`src/rtl/tsvf_pkg.sv`:
```
// Shared types, codes and constants of the state variable filter.
`default_nettype none
package tsvf_pkg;

    localparam int SAMPLE_WIDTH_DEF   = 16;
    localparam int COEF_FRAC_BITS_DEF = 16;
    localparam int STATE_WIDTH_DEF    = 32;
    localparam int STATE_FRAC_BITS    = 8;
    localparam int CFG_INDEX_WIDTH    = 3;

    localparam int MODE_RESET    = 0;
    localparam int A1_RESET      = 59051;
    localparam int A2_RESET      = 3870;
    localparam int A3_RESET      = 254;
    localparam int DAMPING_RESET = 105513;

    typedef enum logic [1:0] {
        MODE_LOWPASS  = 2'd0,
        MODE_HIGHPASS = 2'd1,
        MODE_BANDPASS = 2'd2,
        MODE_NOTCH    = 2'd3
    } mode_t;

    typedef enum logic [CFG_INDEX_WIDTH-1:0] {
        REG_MODE    = 3'd0,
        REG_A1      = 3'd1,
        REG_A2      = 3'd2,
        REG_A3      = 3'd3,
        REG_DAMPING = 3'd4
    } reg_index_t;

    typedef enum logic [3:0] {
        ST_IDLE,
        ST_M0,
        ST_M1,
        ST_M2,
        ST_M3,
        ST_M4,
        ST_M5,
        ST_M6,
        ST_M7,
        ST_FIN
    } seq_state_t;

    typedef enum logic [1:0] {
        OPND_S1,
        OPND_V3,
        OPND_V1
    } opnd_sel_t;

    typedef enum logic [1:0] {
        COEF_A1,
        COEF_A2,
        COEF_A3,
        COEF_K
    } coef_sel_t;

    typedef enum logic [1:0] {
        ACC_HOLD,
        ACC_HALF,
        ACC_SUM
    } acc_op_t;

    typedef struct packed {
        opnd_sel_t opnd_sel;
        coef_sel_t coef_sel;
        acc_op_t   acc_op;
        logic      ld_in;
        logic      ld_v1;
        logic      ld_v2;
        logic      ld_d;
        logic      ld_y;
        logic      ld_out;
    } ctrl_t;

endpackage
`default_nettype wire

```
`src/rtl/tsvf_mul.sv`:
```
// Shared registered multiplier: unsigned coefficient times signed operand.
`default_nettype none
module tsvf_mul #(
    parameter int COEF_W = tsvf_pkg::COEF_FRAC_BITS_DEF + 2,
    parameter int OPND_W = tsvf_pkg::STATE_WIDTH_DEF + 12
) (
    input  wire logic                            clk,
    input  wire logic        [COEF_W-1:0]        coef,
    input  wire logic signed [OPND_W-1:0]        opnd,
    output logic signed      [COEF_W+OPND_W:0]   prod
);
    logic signed [COEF_W+OPND_W:0] prod_reg;
    logic signed [COEF_W:0]        coef_s;

    assign coef_s = $signed({1'b0, coef});

    always_ff @(posedge clk)
    begin
        prod_reg <= coef_s * opnd;
    end

    assign prod = prod_reg;

endmodule
`default_nettype wire

```
`config.mk`:
```
export PLATFORM = sky130hd
export DESIGN_NAME = tsvf_mul
export DESIGN_NICKNAME = d
export VERILOG_FILES = /design/src/rtl/tsvf_pkg.sv /design/src/rtl/tsvf_mul.sv
export SDC_FILE = /design/constraint.sdc
export NUM_CORES = 2
export LEC_CHECK = 0
export ABC_AREA = 1
export BUFFER_PORTS_ARGS = -buffer_cell sky130_fd_sc_hd__buf_2
export CAP_MARGIN = 20
export CORE_MARGIN = 2
export CORE_UTILIZATION = 58
export CTS_BUF_LIST = sky130_fd_sc_hd__clkbuf_4
export DETAILED_ROUTE_END_ITERATION = 10
export GPL_ROUTABILITY_DRIVEN = 0
export PLACE_DENSITY = 0.84
export SYNTH_ARGS = -nofsm -noshare
export SYNTH_HDL_FRONTEND = slang
export SYNTH_SLANG_ARGS = --single-unit
export TNS_END_PERCENT = 10
```
`constraint.sdc`:
```
create_clock -name clk -period 14.9 [get_ports clk]
set_clock_uncertainty 0.1 [all_clocks]
set_input_delay 0.745 -clock clk [delete_from_list [all_inputs] [get_ports clk]]
set_output_delay 0.745 -clock clk [all_outputs]
set_load 0.03 [all_outputs]
```
==> flow_summary.yaml <==
logic_synthesis:
  ys_top_cells_by_count: "inv_1, nand2_1, fa_1, clkbuf_1, ha_1"
  synth_top_area_cell: "fa_1"
  synthArstFlopShare_pct: 0
  synth-edff-count: 0
  netlist_instances: 4425
  ys_seq_area_share_pct: 3.96
  syn_avg_cell_area_sq_um: 7.20
  synth-seq-cells: 63
  synth_cell_types: 28
  yosys.cell_count.top_type: "inv_1"
  yosys.area.top_type_share_pct: 47.1
  ys.flop_type: "dfxtp_1"
  synth_area_leaders: "fa_1, inv_1, nand2_1, ha_1, dfxtp_1"
  yosys_warnings: 0
  synth.cell_area_sq_um: 31900
  synthesis.nets: 5388
grt:
  grt_util_all_layers_pct: 31.8
  grt_pass1_vias: 29000
  globalRouteOverflowTotal: 0
  grt_max_degree: 45
  antenna_found_initial: 2
  grt_pass1_wl_mm: 142
timing:
  report.final.hold_viol_count: 0
  slew_headroom_pct: 21.3
  max_freq_mhz: 147
  finalSetupTns_ns: 0
  rsz0062_at_grt: "false"
  whs_ns: 0.656
  slew_viol_final: 0
  tightest_slew_ns: 1.18
  setup_viol: 0
  min_period_ns: 6.81
  period_share_pct: 45.7
floorplanning:
  core.rowCount: 85
  start_util_pct: 59.0
  die_h_um: 238
  core_sq_um: 54000
  ioPinCount: 126
  die_x_um: 238
  dieArea_sq_um: 56800
run:
  drv_cap: 0
final_layout:
  largest_register_ffs: 63
  fin_nets: 5357
  final_area_sq_um: 32900
  area_growth_pct: 3.27
  drive_gt1_share_pct: 5.64
routing:
  wl_met1_mm: 28.7
  top_layer: "met5"
  routed_wl_mm: 84.7
  num_vias: 26200
  wl_met3_mm: 7.98
  first_iter_violations: 2259
  firstDrtPassIters: 6
  wl_met2_mm: 41.7
  wl_per_cell_um: 16.6
  final_antenna_net_count: 0
  avgViaCountPerCell: 5.15
  drcViolationCount: 0
clocking:
  cts_setup_buffers: 0
  ctsResizeCount: 0
  clockBufferDepth: 2
  cts.sinks: 63
  numCtsBuffers: 9
  cts.clk_slew.worst_paths_ns: 0.12
  cts_hold_buffers: 0
  cts_tree: "done"
  cts-root-buf: "clkbuf_4"
  cts_max_level: 3
critical_path:
  critPathRequiredTime_ns: 15.06
  critPathLaunchType: "primary input"
  worst_setup_path_end_kind: "register"
  arrival_ns: 6.97
  crit_type: "primary input to register"
  critPathMaxFanout: 44
status:
  status: "finished, final reports clean"
min_path:
  worstHoldPathType: "primary input to register"
  worstHoldPathCells: 3
place:
  portBuffers: 125
  place_area_sq_um: 32800
  dp_hpwl_mm: 68.7
[path summary, 6_finish.rpt]
kind	start	endpoint
max	coef[10]	prod[34]$_DFF_P_
min	opnd[0]	prod[0]$_DFF_P_
[critical path: stages]
cell and delay (ns):
buf_2 0.83, nand2_1 0.20, fa_1 0.57, inv_1 0.05, fa_1 0.50, inv_1 0.06
fa_1 0.55, inv_1 0.06, fa_1 0.45, fa_1 0.50, inv_1 0.06, fa_1 0.50
inv_1 0.05, ha_1 0.36, nand2_1 0.10, inv_1 0.08, nand2_1 0.12, inv_1 0.10
nand2_1 0.09, inv_1 0.07, nand2_1 0.06, nand2_2 0.11, nand2_1 0.06, nand2_1 0.17
xor2_1 0.47
[cells in the final DEF, fill, tap and decap left out, types with 10 or more instances in the layout]
cell type / count
inv_1: 1621
nor2_1: 59
a21oi_1: 29
xor2_1: 34
inv_2: 15
nand2_1: 1342
buf_2: 125
dfxtp_1: 63
nand3_1: 59
nand4_1: 18
fa_1: 749
buf_4: 10
nor2_2: 31
ha_1: 151
nand2_2: 26
[per-stage QoR]
step	std cells	util, %	worst slack (ns)
6_report	5096	60.9	8.09
5_1_grt	5096	60.9	7.89
4_1_cts	5094	60.9	8.23
3_5_place_dp	5078	60.7	7.74
3_3_place_gp	5078	60.7	7.95
2_1_floorplan	4425	-	8.59
[per-layer routing]
layer  up-vias  GRT usage (%)
met5         -              0
li1      11800              -
met1     12500           36.3
met3       450           5.37
met2      1474           55.6
met4         2           19.8
[final cells by class]
class | count | area (sq um)
multi-input cells | 2548 | 23800
fillers | 4675 | 21100
clock buffers | 9 | 67.6
inverters | 1636 | 6140
flip-flops and latches | 63 | 1260
well taps | 696 | 871
clock inverters | 7 | 48.8
diodes | 1 | 2.50
repair buffers | 136 | 721
[kinds of logic after synthesis]
| kind of cell | synth area share (%) |
|---|---|
| flops | 3.96 |
| simple gates | 20.1 |
| xor+xnor | 1.02 |
| buf+inv | 21.4 |
| compound gates | 0.573 |
| fa+ha+maj | 53.0 |
Power is left out: the tool's default activity adds up to more than one toggle a clock period on the data nets, which glitch-free logic cannot reach.
