$ cat src/rtl/tsvf_pkg.sv
// Shared types, codes and constants of the state variable filter.
`default_nettype none
package tsvf_pkg;

    localparam int SAMPLE_WIDTH_DEF   = 16;
    localparam int COEF_FRAC_BITS_DEF = 16;
    localparam int STATE_WIDTH_DEF    = 32;
    localparam int STATE_FRAC_BITS    = 8;
    localparam int CFG_INDEX_WIDTH    = 3;

    localparam int MODE_RESET    = 0;
    localparam int A1_RESET      = 59051;
    localparam int A2_RESET      = 3870;
    localparam int A3_RESET      = 254;
    localparam int DAMPING_RESET = 105513;

    typedef enum logic [1:0] {
        MODE_LOWPASS  = 2'd0,
        MODE_HIGHPASS = 2'd1,
        MODE_BANDPASS = 2'd2,
        MODE_NOTCH    = 2'd3
    } mode_t;

    typedef enum logic [CFG_INDEX_WIDTH-1:0] {
        REG_MODE    = 3'd0,
        REG_A1      = 3'd1,
        REG_A2      = 3'd2,
        REG_A3      = 3'd3,
        REG_DAMPING = 3'd4
    } reg_index_t;

    typedef enum logic [3:0] {
        ST_IDLE,
        ST_M0,
        ST_M1,
        ST_M2,
        ST_M3,
        ST_M4,
        ST_M5,
        ST_M6,
        ST_M7,
        ST_FIN
    } seq_state_t;

    typedef enum logic [1:0] {
        OPND_S1,
        OPND_V3,
        OPND_V1
    } opnd_sel_t;

    typedef enum logic [1:0] {
        COEF_A1,
        COEF_A2,
        COEF_A3,
        COEF_K
    } coef_sel_t;

    typedef enum logic [1:0] {
        ACC_HOLD,
        ACC_HALF,
        ACC_SUM
    } acc_op_t;

    typedef struct packed {
        opnd_sel_t opnd_sel;
        coef_sel_t coef_sel;
        acc_op_t   acc_op;
        logic      ld_in;
        logic      ld_v1;
        logic      ld_v2;
        logic      ld_d;
        logic      ld_y;
        logic      ld_out;
    } ctrl_t;

endpackage
`default_nettype wire

$ cat src/rtl/tsvf_cfg.sv
// Configuration register file: mode, coefficients and damping.
`default_nettype none
module tsvf_cfg #(
    parameter int COEF_W = tsvf_pkg::COEF_FRAC_BITS_DEF + 2
) (
    input  wire logic                                 clk,
    input  wire logic                                 rst_n,
    input  wire logic                                 wr_en,
    input  wire logic [tsvf_pkg::CFG_INDEX_WIDTH-1:0] wr_index,
    input  wire logic [COEF_W-1:0]                    wr_data,
    output tsvf_pkg::mode_t                           mode,
    output logic [COEF_W-1:0]                         a1,
    output logic [COEF_W-1:0]                         a2,
    output logic [COEF_W-1:0]                         a3,
    output logic [COEF_W-1:0]                         damping
);
    import tsvf_pkg::*;

    mode_t             mode_reg;
    logic [COEF_W-1:0] a1_reg;
    logic [COEF_W-1:0] a2_reg;
    logic [COEF_W-1:0] a3_reg;
    logic [COEF_W-1:0] damping_reg;

    always_ff @(posedge clk or negedge rst_n)
    begin
        if (!rst_n)
        begin
            mode_reg    <= mode_t'(MODE_RESET);
            a1_reg      <= COEF_W'(A1_RESET);
            a2_reg      <= COEF_W'(A2_RESET);
            a3_reg      <= COEF_W'(A3_RESET);
            damping_reg <= COEF_W'(DAMPING_RESET);
        end
        else if (wr_en)
        begin
            case (reg_index_t'(wr_index))
                REG_MODE:    mode_reg    <= mode_t'(wr_data[1:0]);
                REG_A1:      a1_reg      <= wr_data;
                REG_A2:      a2_reg      <= wr_data;
                REG_A3:      a3_reg      <= wr_data;
                REG_DAMPING: damping_reg <= wr_data;
                default:     ;
            endcase
        end
    end

    assign mode    = mode_reg;
    assign a1      = a1_reg;
    assign a2      = a2_reg;
    assign a3      = a3_reg;
    assign damping = damping_reg;

endmodule
`default_nettype wire

$ cat config.mk
export PLATFORM = sky130hd
export DESIGN_NAME = tsvf_cfg
export DESIGN_NICKNAME = d
export VERILOG_FILES = /design/src/rtl/tsvf_pkg.sv /design/src/rtl/tsvf_cfg.sv
export SDC_FILE = /design/constraint.sdc
export NUM_CORES = 1
export LEC_CHECK = 0
export BUFFER_PORTS_ARGS = -buffer_cell sky130_fd_sc_hd__buf_2
export CORE_ASPECT_RATIO = 0.75
export CORE_MARGIN = 1
export CORE_UTILIZATION = 54
export DETAILED_ROUTE_END_ITERATION = 8
export PLACE_DENSITY = 0.86
export SYNTH_ARGS = -nofsm -noshare
export SYNTH_HDL_FRONTEND = slang
export SYNTH_SLANG_ARGS = --single-unit
$ cat constraint.sdc
create_clock -name clk -period 1.05 [get_ports clk]
set_input_delay 0.105 -clock clk [delete_from_list [all_inputs] [get_ports clk]]
set_output_delay 0.105 -clock clk [all_outputs]
set_load 0.005 [all_outputs]
==> impl_metrics.tcl <==
set metrics [dict create \
    ys_ff_latch 74 \
    num_rows 23 \
    fillCellCount 329 \
    cts_made_buffers 9 \
    hpwl_um 4010 \
    syn_area_um2 2990 \
    die-area_um2 5840 \
    boundaryPins 98 \
    timing.rr.start "damping[12]" \
    grt_pass1_wl_um 9030 \
    grt_pass1_vias 1736 \
    worst-slew-pin-transition_ns 0.384 \
    maxCapViolations 0 \
    min_period_ns 1.11 \
    clk_latency_ns 0.34 \
    ir_worst_vdd_uv 1160 \
    nets 302 \
    ant_nets 0 \
    gp_congestion 0.679 \
    antenna_found_initial 0 \
    ys_seq_area_share_pct 63.3 \
    instances_no_fill 358 \
    min_from "wr_data[4]" \
    p_seq_share_pct 46.5 \
    layout_common_cells "81 x buf_2, 44 x mux2_2, 41 x dfrtp_1" \
    use_met1_pct 29.6 \
    wl_um 5900 \
    grt_max_degree 75 \
    cts.reportedPaths.clkPinSlew_ns 0.08 \
    top_usage_layer "met2" \
    portBuffers 97 \
    swShare_pct 24.5 \
    fmax_ghz 0.902 \
    cp-startpoint "a1[0]" \
    htreeDepth 3 \
    crit_slowest_cell "dfstp_2" \
    p_leak_nw 1.92 \
    hold_class "in -> reg" \
    fin_crit_sh_pct 106 \
    initial_core_util_pct 56.2 \
    vias 1763 \
    setup_slack_ns -0.0590 \
    path_max_fanout 2 \
    dr.pass1.iters 4 \
    power_frac_comb_pct 22.4 \
    maxSlewViolCount 0 \
    cts_tree "done" \
    status "complete, but fails checks" \
    final_common_cell "buf_2" \
    via_per_inst 4.92 \
    start_kind "flip-flop" \
    root_buffer "clkbuf_8" \
    slew_headroom_pct 74.4 \
    use_met2_pct 32.2 \
    finalHoldViolations 0 \
    critical_path_buf_inv_count 1 \
    placed_cells 335 \
    clockBufferDepth 2 \
    tns_ns -1.13 \
    p_int_mw 6.59 \
    cp.required_ns 0.94 \
    synth-warning-count 0 \
    drc 0 \
    core_um2 5320 \
    area_growth_pct 34.7 \
    finalSetupViolCount 33 \
    crit_path_cell_trace "buf_2" \
    chipWidth_um 87.9 \
    syn_area_per_cell_um2 18.7 \
    die_h_um 66.4 \
    synth_fp_nets 184 \
    power.density_nw_per_um2 2160 \
    syn_inst 160 \
    slowest_delay_ns 0.55 \
    routedWlPerCell_um 16.5 \
    rsz0062_at_grt "true" \
    p_clk_share_pct 31.1 \
    power_switching_mw 2.13 \
    grt_overflow 0 \
    failed_checks "negative setup slack" \
    diodes 0 \
    power.total_mw 8.72 \
    arrival_ns 1.00 \
    crit_path_end_kind "output port" \
    drive_above_1_share_pct 83.7 \
    grt.total_usage_pct 21.7 \
    yosysUniqueCellTypes 10 \
    cp_top_family "flip-flops" \
    final.setup_skew_ns 0 \
    clock-sinks 74 \
    grt_use_met3_pct 6.87 \
    dr.first_iter.drc_count 67 \
    path_class "reg -> out" \
]
-- cell families after synthesis --
kind of cell,after synthesis,share of synthesized area [%]
flip-flops,74,63.3
AND/OR/NAND/NOR,5,2.34
multiplexers,74,31.6
buffers and inverters,7,2.72
-- stage by stage --
stage / hold WS, ns / utilization [%] / worst slack, ns / area, um2
final: 0.0301 / 75.7 / -0.0590 / 4030
after global routing: 0.0222 / 75.7 / -0.0885 / 4030
after CTS: 0.00723 / 73.8 / -0.0824 / 3930
after detailed placement: 0.158 / 68.1 / -0.170 / 3630
after global placement: 0.156 / 68.1 / -0.154 / 3630
after floorplan: -0.191 / - / -0.0171 / 3000
-- power by group through the flow --
| stage | clock, mW | sequential, mW | combinational (mW) |
|---|---|---|---|
| global placement | 0 | 4.04 | 1.67 |
| global route | 2.87 | 4.13 | 2.11 |
| floorplan | 0 | 4.09 | 0.767 |
| CTS | 2.77 | 4.02 | 1.82 |
| detailed placement | 0 | 4.06 | 1.74 |
| finish | 2.72 | 4.05 | 1.95 |
-- per-layer routing --
metal	share of wire (%)	vias to the layer above	wire (um)
met3	5.0	8	293
met5	0	-	0
met1	47	890	2760
li1	-	812	-
met4	1.2	0	71
met2	47	53	2770
-- Yosys cell counts --
library cell  instances  area share [%]
nor4b_1               1            0.29
buf_2                 1            0.17
dfrtp_1              41              34
nand4b_4              1            0.79
mux2_2               44              17
buf_6                 5             1.9
and4bb_1              3             1.3
mux2_4               30              15
buf_12                1            0.67
dfstp_2              33              29
-- layout make-up --
cell class                 instances  area [um2]  share of cell area (%)
clock buffer                       9         124                    3.07
timing repair buffer             114         778                    19.3
multi-input combinational         79        1020                    25.2
tap                               75        93.8                    2.33
sequential                        74        1890                    47.0
clock inverter                     7         124                    3.07
-- final timing paths --
path / endpoint / slack, ns / cells past startpoint
setup / recovery: a1[0] / -0.06 / 1
hold / removal: a1[4] / 0.03 / 2
setup reg to reg: damping[12] / 0.10 / 3
hold reg to reg: a3[9] / 0.51 / 1
max in group asynchronous: a2[1] / 0.37 / 3
min in group asynchronous: a3[12] / 0.33 / 3
-- what timing repair did --
item / CTS / global route
pin swaps: 0 / 0
endpoints found under the setup margin: 33 / 33
endpoints found under the hold margin: 41 / 0
setup buffers: 3 / 3
hold buffers: 1 / 0
gates resized for setup: 4 / 12
Note: power is estimated with default switching activity, not from simulation.
