`src/rtl/tsvf_pkg.sv`:
```
// Shared types, codes and constants of the state variable filter.
`default_nettype none
package tsvf_pkg;

    localparam int SAMPLE_WIDTH_DEF   = 16;
    localparam int COEF_FRAC_BITS_DEF = 16;
    localparam int STATE_WIDTH_DEF    = 32;
    localparam int STATE_FRAC_BITS    = 8;
    localparam int CFG_INDEX_WIDTH    = 3;

    localparam int MODE_RESET    = 0;
    localparam int A1_RESET      = 59051;
    localparam int A2_RESET      = 3870;
    localparam int A3_RESET      = 254;
    localparam int DAMPING_RESET = 105513;

    typedef enum logic [1:0] {
        MODE_LOWPASS  = 2'd0,
        MODE_HIGHPASS = 2'd1,
        MODE_BANDPASS = 2'd2,
        MODE_NOTCH    = 2'd3
    } mode_t;

    typedef enum logic [CFG_INDEX_WIDTH-1:0] {
        REG_MODE    = 3'd0,
        REG_A1      = 3'd1,
        REG_A2      = 3'd2,
        REG_A3      = 3'd3,
        REG_DAMPING = 3'd4
    } reg_index_t;

    typedef enum logic [3:0] {
        ST_IDLE,
        ST_M0,
        ST_M1,
        ST_M2,
        ST_M3,
        ST_M4,
        ST_M5,
        ST_M6,
        ST_M7,
        ST_FIN
    } seq_state_t;

    typedef enum logic [1:0] {
        OPND_S1,
        OPND_V3,
        OPND_V1
    } opnd_sel_t;

    typedef enum logic [1:0] {
        COEF_A1,
        COEF_A2,
        COEF_A3,
        COEF_K
    } coef_sel_t;

    typedef enum logic [1:0] {
        ACC_HOLD,
        ACC_HALF,
        ACC_SUM
    } acc_op_t;

    typedef struct packed {
        opnd_sel_t opnd_sel;
        coef_sel_t coef_sel;
        acc_op_t   acc_op;
        logic      ld_in;
        logic      ld_v1;
        logic      ld_v2;
        logic      ld_d;
        logic      ld_y;
        logic      ld_out;
    } ctrl_t;

endpackage
`default_nettype wire

```
`src/rtl/tsvf_seq.sv`:
```
// Sequencer that steps one sample through the shared multiplier.
`default_nettype none
module tsvf_seq (
    input  wire logic      clk,
    input  wire logic      rst_n,
    input  wire logic      in_valid,
    input  wire logic      out_free,
    output logic           in_ready,
    output tsvf_pkg::ctrl_t ctrl
);
    import tsvf_pkg::*;

    seq_state_t state_reg;
    seq_state_t state_next;

    always_ff @(posedge clk or negedge rst_n)
    begin
        if (!rst_n)
        begin
            state_reg <= ST_IDLE;
        end
        else
        begin
            state_reg <= state_next;
        end
    end

    always_comb
    begin
        state_next    = state_reg;
        in_ready      = 1'b0;
        ctrl          = '0;
        ctrl.opnd_sel = OPND_S1;
        ctrl.coef_sel = COEF_A1;
        ctrl.acc_op   = ACC_HOLD;
        case (state_reg)
            ST_IDLE:
            begin
                in_ready = 1'b1;
                if (in_valid)
                begin
                    ctrl.ld_in = 1'b1;
                    state_next = ST_M0;
                end
            end
            ST_M0:
            begin
                ctrl.opnd_sel = OPND_S1;
                ctrl.coef_sel = COEF_A1;
                state_next    = ST_M1;
            end
            ST_M1:
            begin
                ctrl.opnd_sel = OPND_V3;
                ctrl.coef_sel = COEF_A2;
                ctrl.acc_op   = ACC_HALF;
                state_next    = ST_M2;
            end
            ST_M2:
            begin
                ctrl.opnd_sel = OPND_S1;
                ctrl.coef_sel = COEF_A2;
                ctrl.ld_v1    = 1'b1;
                state_next    = ST_M3;
            end
            ST_M3:
            begin
                ctrl.opnd_sel = OPND_V3;
                ctrl.coef_sel = COEF_A3;
                ctrl.acc_op   = ACC_HALF;
                state_next    = ST_M4;
            end
            ST_M4:
            begin
                ctrl.opnd_sel = OPND_V1;
                ctrl.coef_sel = COEF_K;
                ctrl.acc_op   = ACC_SUM;
                state_next    = ST_M5;
            end
            ST_M5:
            begin
                ctrl.acc_op = ACC_HALF;
                ctrl.ld_v2  = 1'b1;
                state_next  = ST_M6;
            end
            ST_M6:
            begin
                ctrl.ld_d  = 1'b1;
                state_next = ST_M7;
            end
            ST_M7:
            begin
                ctrl.ld_y  = 1'b1;
                state_next = ST_FIN;
            end
            ST_FIN:
            begin
                if (out_free)
                begin
                    ctrl.ld_out = 1'b1;
                    state_next  = ST_IDLE;
                end
            end
            default:
            begin
                state_next = ST_IDLE;
            end
        endcase
    end

endmodule
`default_nettype wire

```
`config.mk`:
```
export PLATFORM = sky130hd
export DESIGN_NAME = tsvf_seq
export DESIGN_NICKNAME = d
export VERILOG_FILES = /design/src/rtl/tsvf_pkg.sv /design/src/rtl/tsvf_seq.sv
export SDC_FILE = /design/constraint.sdc
export NUM_CORES = 1
export LEC_CHECK = 0
export BUFFER_PORTS_ARGS = -buffer_cell sky130_fd_sc_hd__buf_4
export CAP_MARGIN = 20
export CELL_PAD_IN_SITES_DETAIL_PLACEMENT = 0
export CELL_PAD_IN_SITES_GLOBAL_PLACEMENT = 2
export CORE_MARGIN = 2
export CORE_UTILIZATION = 23
export DETAILED_ROUTE_END_ITERATION = 10
export PLACE_DENSITY_LB_ADDON = 0.12
export SYNTH_ARGS = -nofsm -noshare
export SYNTH_HDL_FRONTEND = slang
export SYNTH_SLANG_ARGS = --single-unit
```
`constraint.sdc`:
```
create_clock -name clk -period 3.8 [get_ports clk]
set_clock_uncertainty 0.05 [all_clocks]
set_input_delay 1.14 -clock clk [delete_from_list [all_inputs] [get_ports clk]]
set_output_delay 1.14 -clock clk [all_outputs]
set_load 0.02 [all_outputs]
```
==> results by group, run 1 <==
Outcome
  – Run status: completed

Global routing
  – Number of global-route vias before repair: 275
  – Total congestion overflow after global routing: 0
  – Met2 track utilization from global routing: between 10% and 20%
  – Layer with the highest usage: met4
  – Antenna violations before repair: 0
  – Total track usage: between 10% and 20%
  – Wire length of the first global-routing pass: approximately 1200 microns
  – M1 GR Usage: 16.7%
  – Met3 capacity usage during global routing: 1.63%
  – Largest net degree at the start of global routing: 13

Placement
  – Number of placed instances, taps included: 64
  – Total of buffers placed on input and output ports: 16
  – RePlAce Congestion: 0.722
  – Standard cell area after detailed placement: ~420 sq um
  – Estimated wirelength of the detail-placed design: 522 microns

Pwr
  – Worst ir drop on vdd: about 430 uV
  – Lkg Pwr: approximately 0.00021 uW
  – Total Power Consumption: roughly 470 uW
  – Pwr/cell area: roughly 1100 mW/mm^2

Critical path
  – Type of the worst setup path: in2out
  – Worst setup EP type: output pin
  – Data required, critical path: roughly 2.6 ns
  – Most common cell type on the critical path: sky130_fd_sc_hd__buf_4
  – Worst path cell trace: buf_4 > and4b_2 > buf_4
  – Startpoint types: input pin
  – Longest individual stage delay on the worst path: 0.20 ns
  – Critical-path maximum fanout: 2
  – Slowest stage cell, crit path: sky130_fd_sc_hd__and4b_2
  – Worst path arrival time: roughly 1.6 ns
  – Worst reg2reg path depth: 3

STA
  – Final worst-path cycle share: about three quarters
  – RSZ-0062 raised after global routing: false
  – Final number of hold-violating endpoints: 0
  – Worst slew margin relative to its limit: about 73%
  – Total of endpoints with negative setup slack in the final report: 0
  – Slew @ Worst Pin: between 0.4 and 0.5 ns
  – Fmax achieved: about 360 MHz
  – Max-slew violation count: 0
  – Setup TNS: 0 ns
  – Final Critical Period: roughly 2.8 ns

Drt
  – Initial DRC count: 5
  – Number of remaining DRC errors: 0
  – Total number of vias: ~300
  – Iteration count of the initial detailed-routing pass: 2
  – Post-route ant nets: 0
  – Wirelength per Cell: ~11 microns
  – Via density per instance: 4.57
  – Wirelength, routed: 707 microns

Clock tree
  – Cts hold-fix bufs: 0
  – Buffer count from post-CTS setup fixing: 0
  – TritonCTS clock tree: yes
  – CTS resizes: 0
  – Clk_lat worst skew: roughly 0.23 ns
  – Total CTS buffers: 3
  – Root cell of the clock tree: sky130_fd_sc_hd__clkbuf_4
  – H-Tree Level Count: 1
  – Number of clock sinks: 4
  – Post-CTS clock slew at the launch and capture registers of the worst setup and hold paths: approximately 0.04 ns
  – Maximum clock insertion buffer count: 2

Finish
  – Final #Nets: just under 60
  – Number of flip-flops under the largest register name: 4
  – Layout area overhead: 40.6%
  – Fraction of layout cells with a size suffix above 1: around 40%
  – Final Instance Area: about 440 sq um
  – Final cell count without fillers: 67
  – Total inserted antenna cells: 0

Floorplan
  – Placeable Area: ~0.0013 sq mm
  – Vert. Die Dim: 41.0 microns
  – Full die area: ~0.0017 sq mm
  – Count of standard-cell rows: 13
  – IO Count: 17
  – DIE WIDTH: 41.0 microns
  – Starting density of the core: around 24%

Synth
  – Number of nets produced by synthesis: between 40 and 50
  – Total standard cell area after synthesis: between 300 and 400 sq um
  – Number of distinct library cells after synthesis: 19
  – Synthesized area divided by synthesized cell count: ~8.5 sq um
  – Number of warnings issued by yosys: 0
  – Mapped Cells: 37
  – Flop and latch count out of synthesis: 4
  – Sequential-to-total area share from yosys stat: between 30% and 40%

Flow run
  – Max-cap check violation count: 0

Worst hold path
  – Class of the most critical hold timing path: in2async
-- stage by stage --
stage | hold WS, ns | utilization [%] | setup WS, ns
3_5_place_dp | 0.646 | 32.6 | 1.00
2_1_floorplan | 0.521 | - | 1.19
5_1_grt | 0.632 | 34.4 | 0.999
6_report | 0.645 | 34.4 | 1.01
3_3_place_gp | 0.635 | 32.6 | 1.01
4_1_cts | 0.637 | 34.4 | 1.00
-- critical path: cells and delay by family --
kind          cells  cell delay [ns]
simple gates      1             0.20
buf+inv           2             0.26
-- placed cells by master (no fill, tap or decap), types with 2 or more instances in the layout --
cell                       netlist  layout
sky130_fd_sc_hd__clkbuf_4        0       3
sky130_fd_sc_hd__nor2_1          8       8
sky130_fd_sc_hd__nand2b_1        3       3
sky130_fd_sc_hd__dfrtp_1         4       4
sky130_fd_sc_hd__buf_4           3      16
sky130_fd_sc_hd__nand2_1         2       2
sky130_fd_sc_hd__nor3_1          4       4
-- path summary, 6_finish.rpt --
check | start | end | slack (ns)
max | out_free | ctrl[0] | 1.01
min | rst_n | state_reg[2] | 0.64
max reg2reg | state_reg[1] | state_reg[2] | 2.66
min reg2reg | state_reg[3] | state_reg[2] | 0.64
max in group asynchronous | rst_n | state_reg[0] | 2.96
min in group clk | state_reg[3] | state_reg[2] | 0.65
-- synthesized netlist by cell type --
cell type	n	area [sq um]
sky130_fd_sc_hd__nor2b_1	1	6.26
sky130_fd_sc_hd__nand2b_1	3	18.8
sky130_fd_sc_hd__nand3_1	1	5.00
sky130_fd_sc_hd__dfrtp_1	4	100
sky130_fd_sc_hd__nor4b_1	1	8.76
sky130_fd_sc_hd__mux2i_1	1	10.0
sky130_fd_sc_hd__o21ai_0	1	5.00
sky130_fd_sc_hd__a21oi_1	1	5.00
sky130_fd_sc_hd__xnor2_1	1	8.76
sky130_fd_sc_hd__xor2_1	1	8.76
sky130_fd_sc_hd__nor3_1	4	20.0
sky130_fd_sc_hd__nor4_4	1	21.3
sky130_fd_sc_hd__nor2_1	8	30.0
sky130_fd_sc_hd__o31ai_1	1	7.51
sky130_fd_sc_hd__buf_4	3	22.5
sky130_fd_sc_hd__nand2_1	2	7.51
sky130_fd_sc_hd__and2_1	1	6.26
sky130_fd_sc_hd__and4b_2	1	11.3
sky130_fd_sc_hd__buf_6	1	11.3
-- per-layer routing --
metal	vias up	share of wire [%]
met5	-	0
met4	0	4.5
met3	4	5.9
met2	16	44
met1	131	45
li1	155	-
-- power breakdown --
part           internal, uW  total (uW)  switching (uW)
Clock                  35.2        50.7            15.5
Sequential             63.5         132            68.3
Combinational           135         290             155
-- logic make-up (layout without fill, tap and decap cells) --
logic type / Yosys count / count (layout) / synth area share, %
multiplexers: 1 / 1 / 3.19
flip-flops: 4 / 4 / 31.9
XOR/XNOR: 2 / 2 / 5.58
AO/OA/AOI/OAI: 3 / 3 / 5.58
AND/OR/NAND/NOR: 23 / 23 / 43.0
buffers and inverters: 4 / 19 / 10.8
-- layout make-up --
class | instances | area (sq um)
fillers | 151 | 843
multi-input cells | 29 | 180
repair buffers | 16 | 120
flip-flops and latches | 4 | 100
clock buffers | 3 | 22.5
well taps | 15 | 18.8
Power figures use the tool's default switching activity.
==> inputs of run 2 (changes only) <==
--- a/config.mk
+++ b/config.mk
@@ -9,8 +9,9 @@
 export CAP_MARGIN = 20
 export CELL_PAD_IN_SITES_DETAIL_PLACEMENT = 0
 export CELL_PAD_IN_SITES_GLOBAL_PLACEMENT = 2
+export CORE_ASPECT_RATIO = 1.1
 export CORE_MARGIN = 2
-export CORE_UTILIZATION = 23
+export CORE_UTILIZATION = 21
 export DETAILED_ROUTE_END_ITERATION = 10
 export PLACE_DENSITY_LB_ADDON = 0.12
 export SYNTH_ARGS = -nofsm -noshare
==> constraint.sdc (replaced) <==
create_clock -name clk -period 2.7 [get_ports clk]
set_clock_uncertainty 0.05 [all_clocks]
set_input_delay 0.81 -clock clk [delete_from_list [all_inputs] [get_ports clk]]
set_output_delay 0.81 -clock clk [all_outputs]
set_load 0.02 [all_outputs]
==> run 2 against run 1 <==
Net effect: first-iteration DRC count rose by 20%; final cell count grew 1.5%; register-to-register slack got worse by 1.1 ns; setup slack got worse by 0.56 ns; die area grew 8.6%; non-clock buffer count did not move; count of clock-buffer cells in the layout stayed put; global-route usage shrank 1.4 points; sequential cell count did not move; clock power up 42%; critical endpoint is now ctrl[5]; critical path type is now reg2out; via count shrank 2.0%; combinational power up 42%.
==> results by group, run 2 (synthesis results as in run 1) <==
Finish
  – Top library cells by usage in the layout, fill and taps aside: sky130_fd_sc_hd__buf_4 (16), sky130_fd_sc_hd__nor2_1 (8), sky130_fd_sc_hd__nor3_1 (4), sky130_fd_sc_hd__dfrtp_1 (4)
  – Count of filler cells inserted in the layout: roughly 170
  – Fraction of layout cells with a size suffix above 1: roughly two fifths
  – Number of flip-flops under the largest register name: 4
  – Layout area overhead: 41.0%
  – Final #Nets: a little under 60
  – Total inserted antenna cells: 0
  – Most common cell after layout, fill and taps aside: sky130_fd_sc_hd__buf_4
  – Final cell count without fillers: 68

STA
  – Slew @ Worst Pin: approximately 0.44 ns
  – RSZ-0062 raised after global routing: false
  – Fmax achieved: 443 MHz
  – Setup TNS: 0 ns
  – Total of endpoints with negative setup slack in the final report: 0
  – Max-slew violation count: 0
  – Final worst-path cycle share: ~84%
  – Final number of hold-violating endpoints: 0
  – Final Critical Period: 2.26 ns
  – Worst slew margin relative to its limit: 70.4%

Drt
  – Iteration count of the initial detailed-routing pass: 3
  – Via density per instance: roughly 4.4
  – Number of remaining DRC errors: 0
  – Wirelength, routed: ~800 microns
  – Wirelength per Cell: approximately 12 microns
  – Post-route ant nets: 0
  – Total number of vias: 300
  – Initial DRC count: 6

Critical path
  – Bufs and invs on worst path: 1
  – Worst setup EP type: output pin
  – Type of the worst setup path: reg2out
  – Worst path arrival time: about 1.4 ns
  – Startpoint types: flop
  – Critical-path maximum fanout: 10
  – Slowest stage cell, crit path: sky130_fd_sc_hd__dfrtp_1
  – Crit Reg-Reg Endpoint: state_reg[2]
  – Slack of the worst reg-to-reg path: 1.52 ns
  – Worst path cell trace: nor4_4 > and2_1 > buf_4
  – Cell class contributing the biggest share of worst-path delay: flip-flops
  – Worst flop-to-flop path startpoint: state_reg[1]
  – Stages on worst setup path: 3
  – Worst reg2reg path depth: 3
  – Longest individual stage delay on the worst path: around 0.53 ns
  – Data required, critical path: between 1.5 and 2 ns

Clock tree
  – Cts hold-fix bufs: 0
  – Buffer count from post-CTS setup fixing: 0
  – CTS resizes: 0
  – Post-CTS clock slew at the launch and capture registers of the worst setup and hold paths: approximately 0.04 ns
  – Total CTS buffers: 3
  – H-Tree Level Count: 1
  – TritonCTS clock tree: yes
  – Root cell of the clock tree: sky130_fd_sc_hd__clkbuf_4
  – Clk_lat worst skew: 0.23 ns
  – Maximum clock insertion buffer count: 2
  – Number of clock sinks: 4

Global routing
  – Antenna violations before repair: 0
  – Wire length of the first global-routing pass: 1250 microns
  – Number of global-route vias before repair: 305
  – Largest net degree at the start of global routing: 13
  – Total congestion overflow after global routing: 0
  – Total track usage: roughly 11%

Placement
  – RePlAce Congestion: ~0.67
  – Estimated wirelength of the detail-placed design: 596 microns
  – Total of buffers placed on input and output ports: 16
  – Number of placed instances, taps included: 65

Pwr
  – Total internal power: between 300 and 400 uW
  – Fraction of power consumed by the clock network: between 10% and 20%
  – Proportion of total power due to net switching: 51.2%
  – Share of total power in combinational logic: between 60% and 70%
  – Pwr/cell area: 1520 mW/mm^2
  – Worst ir drop on vdd: between 400 and 500 uV
  – Lkg Pwr: 0.000210 uW
  – Relative contribution of sequential cells to total power: between 20 and 30%
  – Sw Pwr: roughly 350 uW

Floorplan
  – Count of standard-cell rows: 14
  – Starting density of the core: between 20% and 30%
  – DIE WIDTH: about 41 microns
  – Full die area: 0.00182 sq mm
  – Vert. Die Dim: around 45 microns
  – Placeable Area: ~0.0014 sq mm
  – IO Count: 17

Flow run
  – Max-cap check violation count: 0

Worst hold path
  – Class of the most critical hold timing path: in2async

Outcome
  – Run status: completed
-- run 2: layout make-up --
cell class              instances  area (sq um)  share of cell area [%]
clock buffers                   3          22.5                    5.08
multi-input cells              29           180                    40.7
repair buffers                 16           120                    27.1
well taps                      16          20.0                    4.52
flip-flops and latches          4           100                    22.6
-- run 2: worst max-delay path by stage --
stage,start,endpoint,slack (ns)
finish,state_reg[2],ctrl[5],0.44
global route,state_reg[2],ctrl[5],0.36
CTS,state_reg[2],ctrl[5],0.41
floorplan,state_reg[1],ctrl[1],0.55
detailed placement,out_free,ctrl[0],0.55
global placement,out_free,ctrl[0],0.57
-- run 2: worst register-to-register path, delay by kind of cell (launching register included) --
family,cells,cell delay (ns)
flops,1,0.57
simple gates,2,0.25
xor+xnor,1,0.17
-- run 2: power by group through the flow --
stage / Clock (uW) / Combinational [uW] / Sequential [uW]
after floorplan: 0 / 374 / 104
after global placement: 0 / 410 / 191
after detailed placement: 0 / 417 / 193
after CTS: 75.1 / 419 / 191
after global routing: 81.8 / 445 / 199
final: 71.9 / 412 / 190
-- run 2: stage by stage --
| stage | hold WS, ns | setup slack, ns | cell area [sq um] | total power [uW] | util [%] |
|---|---|---|---|---|---|
| after floorplan | 0.464 | 0.545 | 314 | 478 | - |
| after CTS | 0.311 | 0.413 | 443 | 685 | 32.0 |
| after global routing | 0.302 | 0.365 | 443 | 725 | 32.0 |
| after detailed placement | 0.558 | 0.554 | 420 | 609 | 30.4 |
| final | 0.317 | 0.445 | 443 | 675 | 32.0 |
| after global placement | 0.554 | 0.568 | 420 | 601 | 30.4 |
-- run 2: metal layers --
metal | part of all wire (%) | wire [microns] | global-route usage (%) | vias up
met5 | 0 | 0 | 0 | -
met4 | 0 | 0 | 10.0 | 0
met3 | 5.7 | 46 | 4.52 | 0
met2 | 53 | 426 | 15.6 | 10
met1 | 41 | 328 | 11.7 | 136
li1 | - | - | - | 154
